===== config.mk =====
export PLATFORM = sky130hd
export DESIGN_NAME = pht_dense
export DESIGN_NICKNAME = d
export VERILOG_FILES = /design/src/rtl/pht_pkg.sv /design/src/rtl/pht_ram.sv /design/src/rtl/pht_dense.sv
export VERILOG_INCLUDE_DIRS = /design/src /design/src/rtl
export SDC_FILE = /design/constraint.sdc
export NUM_CORES = 2
export LEC_CHECK = 0
export ABC_AREA = 0
export BUFFER_PORTS_ARGS = -buffer_cell sky130_fd_sc_hd__buf_4
export CORE_MARGIN = 1
export CORE_UTILIZATION = 30
export CTS_CLUSTER_DIAMETER = 50
export DETAILED_ROUTE_END_ITERATION = 10
export GPL_TIMING_DRIVEN = 0
export PLACE_DENSITY = 0.46
export SYNTH_ARGS = -nofsm -noshare
export SYNTH_HDL_FRONTEND = slang
export SYNTH_MEMORY_MAX_BITS = 65536
export SYNTH_SLANG_ARGS = --single-unit

===== constraint.sdc =====
create_clock -name clk -period 2.9 [get_ports clk]
set_clock_uncertainty 0.2 [all_clocks]
set_input_delay 0.29 -clock clk [delete_from_list [all_inputs] [get_ports clk]]
set_output_delay 0.29 -clock clk [all_outputs]
set_load 0.05 [all_outputs]

===== src/rtl/packed_handle_table_defines.svh =====
// Assertion macros shared by the handle table RTL.
`ifndef PACKED_HANDLE_TABLE_DEFINES_SVH
`define PACKED_HANDLE_TABLE_DEFINES_SVH

`ifndef SYNTHESIS
`define PHT_ASSERT(lbl, clk, rst, prop) \
  lbl: assert property (@(posedge clk) disable iff (rst) prop) \
    else $error("packed_handle_table: check failed");
`define PHT_ASSERT_NEXT(lbl, clk, rst, ante, cons) \
  lbl: assert property (@(posedge clk) disable iff (rst) (ante) |=> (cons)) \
    else $error("packed_handle_table: check failed");
`else
`define PHT_ASSERT(lbl, clk, rst, prop)
`define PHT_ASSERT_NEXT(lbl, clk, rst, ante, cons)
`endif

`endif


===== src/rtl/pht_pkg.sv =====
// Shared constants and codes for the packed handle table.
`timescale 1ns / 1ps
package pht_pkg;

  localparam int MAX_ENTRIES_DEF = 512;

  typedef enum logic [1:0] {
    CMD_ALLOC = 2'd0,
    CMD_FREE  = 2'd1,
    CMD_READ  = 2'd2,
    CMD_NONE  = 2'd3
  } cmd_t;

  typedef enum logic [1:0] {
    ST_OK       = 2'd0,
    ST_FULL     = 2'd1,
    ST_NOT_LIVE = 2'd2,
    ST_BAD_SLOT = 2'd3
  } status_t;

endpackage


===== src/rtl/pht_ram.sv =====
// Generic single-write, single-read synchronous RAM with registered read.
`timescale 1ns / 1ps
module pht_ram #(
  parameter int WIDTH = 9,
  parameter int DEPTH = 512,
  localparam int AW = $clog2(DEPTH)
) (
  input  logic             clk,
  input  logic             we,
  input  logic [AW-1:0]    waddr,
  input  logic [WIDTH-1:0] wdata,
  input  logic [AW-1:0]    raddr,
  output logic [WIDTH-1:0] rdata
);

  logic [WIDTH-1:0] mem [DEPTH];

  always_ff @(posedge clk) begin
    if (we) begin
      mem[waddr] <= wdata;
    end
    rdata <= mem[raddr];
  end

endmodule


===== src/rtl/pht_dense.sv =====
// Dense slot array: live handles below the count, free stack (reversed) above it.
`timescale 1ns / 1ps
`include "packed_handle_table_defines.svh"
module pht_dense import pht_pkg::*; #(
  parameter int MAX_ENTRIES = MAX_ENTRIES_DEF,
  localparam int HW = $clog2(MAX_ENTRIES),
  localparam int CW = $clog2(MAX_ENTRIES + 1)
) (
  input  logic          clk,
  input  logic          rst,
  input  logic          we,
  input  logic [HW-1:0] waddr,
  input  logic [HW-1:0] wdata,
  input  logic [HW-1:0] raddr,
  output logic [HW-1:0] rdata
);

  localparam logic [HW-1:0] TopHandle = HW'(MAX_ENTRIES - 1);

  // high-water mark: entries at or above it were never written and still
  // hold their reset value, slot k holding handle MAX_ENTRIES-1-k
  logic [CW-1:0] hw;
  logic          fresh;
  logic [HW-1:0] raddr_q;
  logic [HW-1:0] ram_rdata;

  pht_ram #(.WIDTH(HW), .DEPTH(MAX_ENTRIES)) u_ram (
    .clk   (clk),
    .we    (we),
    .waddr (waddr),
    .wdata (wdata),
    .raddr (raddr),
    .rdata (ram_rdata)
  );

  always_ff @(posedge clk) begin
    if (rst) begin
      hw <= '0;
    end else if (we && CW'(waddr) >= hw) begin
      hw <= CW'(waddr) + 1'b1;
    end
  end

  always_ff @(posedge clk) begin
    fresh   <= CW'(raddr) >= hw;
    raddr_q <= raddr;
  end

  assign rdata = fresh ? (TopHandle - raddr_q) : ram_rdata;

  `PHT_ASSERT(a_write_reach, clk, rst, we |-> (CW'(waddr) <= hw))
  `PHT_ASSERT_NEXT(a_hw_monotone, clk, rst, 1'b1, hw >= $past(hw))
  `PHT_ASSERT(a_hw_bound, clk, rst, hw <= CW'(MAX_ENTRIES))

endmodule


==> impl_metrics.json <==
{
  "root_buffer": "clkbuf_16",
  "cap_violations": 9,
  "rsz0062_at_grt": "true",
  "final_cell_count_no_fill": 18140,
  "dieArea_um2": 604200,
  "area_growth_pct": 24.94,
  "dieWidth_um": 777.3,
  "violations": "max-capacitance violations, max-slew violations, negative setup slack",
  "crit_chain": "buf_4 -> buf_12 -> buf_12 -> buf_12 -> clkbuf_2 -> buf_12 -> clkbuf_8 -> o211ai_1 -> nand4b_1 -> o31ai_4 -> mux2i_4",
  "cpMostUsedCell": "buf_12",
  "drtIter0Drc": 22880,
  "wl_per_cell_um": 56.36,
  "drv_slew": 99,
  "wirelength_um": 1023000,
  "nets": 9627,
  "hold_depth": 2,
  "drt_first_pass_iters": 7,
  "netlist.top_cell.by_area": "edfxtp_1",
  "syn_nets": 8364,
  "vias": 113100,
  "p_sw_uw": 41060,
  "required_ns": 3.70,
  "crit_buf_inv": 7,
  "status": "complete, but fails checks",
  "worst-setup-path-type": "in -> reg",
  "tightest_slew_ns": 1.686,
  "critPathLaunchType": "primary input",
  "core_um2": 598400,
  "cp_top_family": "buffers and inverters",
  "async_flop_share_pct": 0,
  "drive_gt1_share_pct": 36.24,
  "grt_pass1_wl_um": 1241000,
  "yosysUniqueCellTypes": 77,
  "clkTransAtPathRegs_ns": 0.06,
  "fmax_mhz": 278.1,
  "row_count": 284,
  "synth-edff-count": 4608,
  "fin_crit_ns": 3.596,
  "drtAntennaViolNets": 0,
  "netlist_instances": 8312,
  "ys_seq_area_share_pct": 77.06,
  "holdWs_ns": 0.02380,
  "grt_max_degree": 149,
  "synth_area_leaders": "edfxtp_1, mux4_2, mux2i_1",
  "max_slew_margin_pct": -12.43,
  "ys_ff_latch": 4637,
  "finalHoldViolCount": 0,
  "arrival_ns": 4.39,
  "antenna_found_initial": 170,
  "numClockSinks": 4637,
  "path_depth": 11,
  "cp-end-kind": "register",
  "syn_area_um2": 180300,
  "ir_drop_mv": 0.7137,
  "p_per_area_nw_per_um2": 704.8,
  "avgSynthCellArea_um2": 21.69,
  "gp_congestion": 1.041,
  "cpPeakStageDelay_ns": 0.67,
  "cts_buffers": 549,
  "crit_fanout": 10,
  "combPwrFrac_pct": 9.7,
  "grt_pass1_vias": 101000,
  "post-dp-hpwl_um": 673100,
  "yosysWarnings": 0,
  "crit_path_top_delay_cell": "nand4b_1",
  "ios": 39,
  "clk_latency_ns": 1.18,
  "reg2regPathDepth": 7,
  "finalSetupViolCount": 311,
  "cts_htree_levels": 6,
  "grt_usage_pct": 33.04,
  "drc": 0,
  "ys.flop_type": "edfxtp_1",
  "vias_per_cell": 6.232,
  "internal_power_uw": 117700,
  "io_buffers": 37,
  "die_h_um": 777.3,
  "hold_path_class": "in -> reg",
  "overflow": 0,
  "fin_crit_sh_pct": 124.0,
  "cts_tree": "done",
  "p_seq_share_pct": 46.5,
  "fin_ws_ns": -0.6965,
  "power.clock.fraction_pct": 43.8,
  "yosysTopAreaCellShare_pct": 76.74,
  "clockBufferDepth": 4,
  "p_leak_uw": 0.07079,
  "initial_utilization_pct": 30.13,
  "post-place-cells": 16520,
  "swShare_pct": 25.86
}
[registers in the layout, indices dropped and copies added, names as in the netlist]
signal       cells
u_ram.mem     4608
hw              10
raddr_q          9
u_ram.rdata      9
fresh            1
[final cells by class]
type,instances,area [um2]
multi-input cells,3144,41320
inverters,26,113.9
well taps,8008,10020
diodes,120,300.3
fillers,54210,373100
clock inverters,346,3344
clock buffers,645,14420
repair buffers,717,9301
plain buffers,500,7522
flip-flops and latches,4637,139000
[cell usage in the layout (no fill, tap or decap), types with 120 or more instances in the layout]
cell type	instances
diode_2	120
buf_12	250
a21oi_1	157
nand2_1	130
edfxtp_1	4608
mux4_2	1094
buf_4	372
o21ai_0	122
buf_16	189
clkbuf_16	569
nor2_2	158
mux2i_1	239
nor2_1	390
[synth_stat cells, types with 10 or more instances]
master	n
o22ai_1	62
o211ai_1	11
buf_1	28
buf_6	86
nand2_1	145
mux2i_1	315
nand2b_1	20
a311oi_1	10
a21oi_1	178
nor3_1	18
ha_1	22
a22oi_1	28
edfxtp_1	4608
mux2_2	96
nor4_1	15
nor2_1	633
mux4_2	1093
mux4_1	38
buf_12	10
a211oi_1	33
buf_2	147
o21ai_0	169
o221ai_1	80
buf_4	40
nand3_1	28
nor2b_1	18
dfxtp_1	29
a221oi_1	22
clkbuf_1	183
inv_1	25
[timing repair]
item	CTS	global route
hold buffers	63	1
buffers inserted	372	77
setup endpoints to repair	2430	331
pin swaps	86	31
gates resized for setup	1598	147
hold endpoints to repair	1990	3
[per-layer routing]
layer | wire length, um | vias up | GRT usage (%)
li1 | - | 37710 | -
met1 | 347600 | 61530 | 38.85
met2 | 418300 | 11000 | 45.39
met3 | 148500 | 2789 | 14.99
met4 | 107200 | 46 | 28.66
met5 | 1069 | - | 1.241
[stage by stage]
step / TNS (ns) / area (um2) / setup slack (ns) / utilization [%] / power [uW]
after global routing: -1.208 / 225100 / -0.3059 / 37.61 / 160100
after detailed placement: -5592.39 / 194600 / -5.376 / 32.53 / 87540
final: -26.15 / 225300 / -0.6965 / 37.65 / 158800
after global placement: - / 190600 / -7.536 / 31.86 / 87300
after CTS: -10.10 / 223500 / -0.3504 / 37.35 / 157300
after floorplan: 0 / 180300 / 0.005205 / - / 79050
[path summary, 6_finish.rpt]
path / startpoint / end / slack [ns]
min: wdata[1] / u_ram.mem[122][1] / 0.02
min reg2reg: hw[1] / hw[1] / 0.31
max reg2reg: u_ram.mem[146][0] / u_ram.rdata[0] / -0.45
max: raddr[2] / u_ram.rdata[0] / -0.70
[cells by family (layout without fill, tap and decap cells)]
group / count (synthesis) / in the layout / share of synthesized area [%]
AO/OA/AOI/OAI: 653 / 653 / 2.291
XOR/XNOR: 7 / 7 / 0.03400
adder cells (fa/ha/maj): 22 / 22 / 0.1527
buffers and inverters: 531 / 2234 / 1.802
flip-flops: 4637 / 4637 / 77.06
multiplexers: 1542 / 1542 / 16.55
other: 0 / 120 / 0
AND/OR/NAND/NOR: 920 / 920 / 2.107
[power groups by stage]
stage                     registers, uW  logic, uW  clock network, uW
after floorplan                   75200       3810                  0
after global placement            75600      11700                  0
after CTS                         73800      14200              69300
final                             73900      15300              69600
after detailed placement          75300      12300                  0
after global routing              73800      14600              71700
Power figures use the tool's default switching activity.
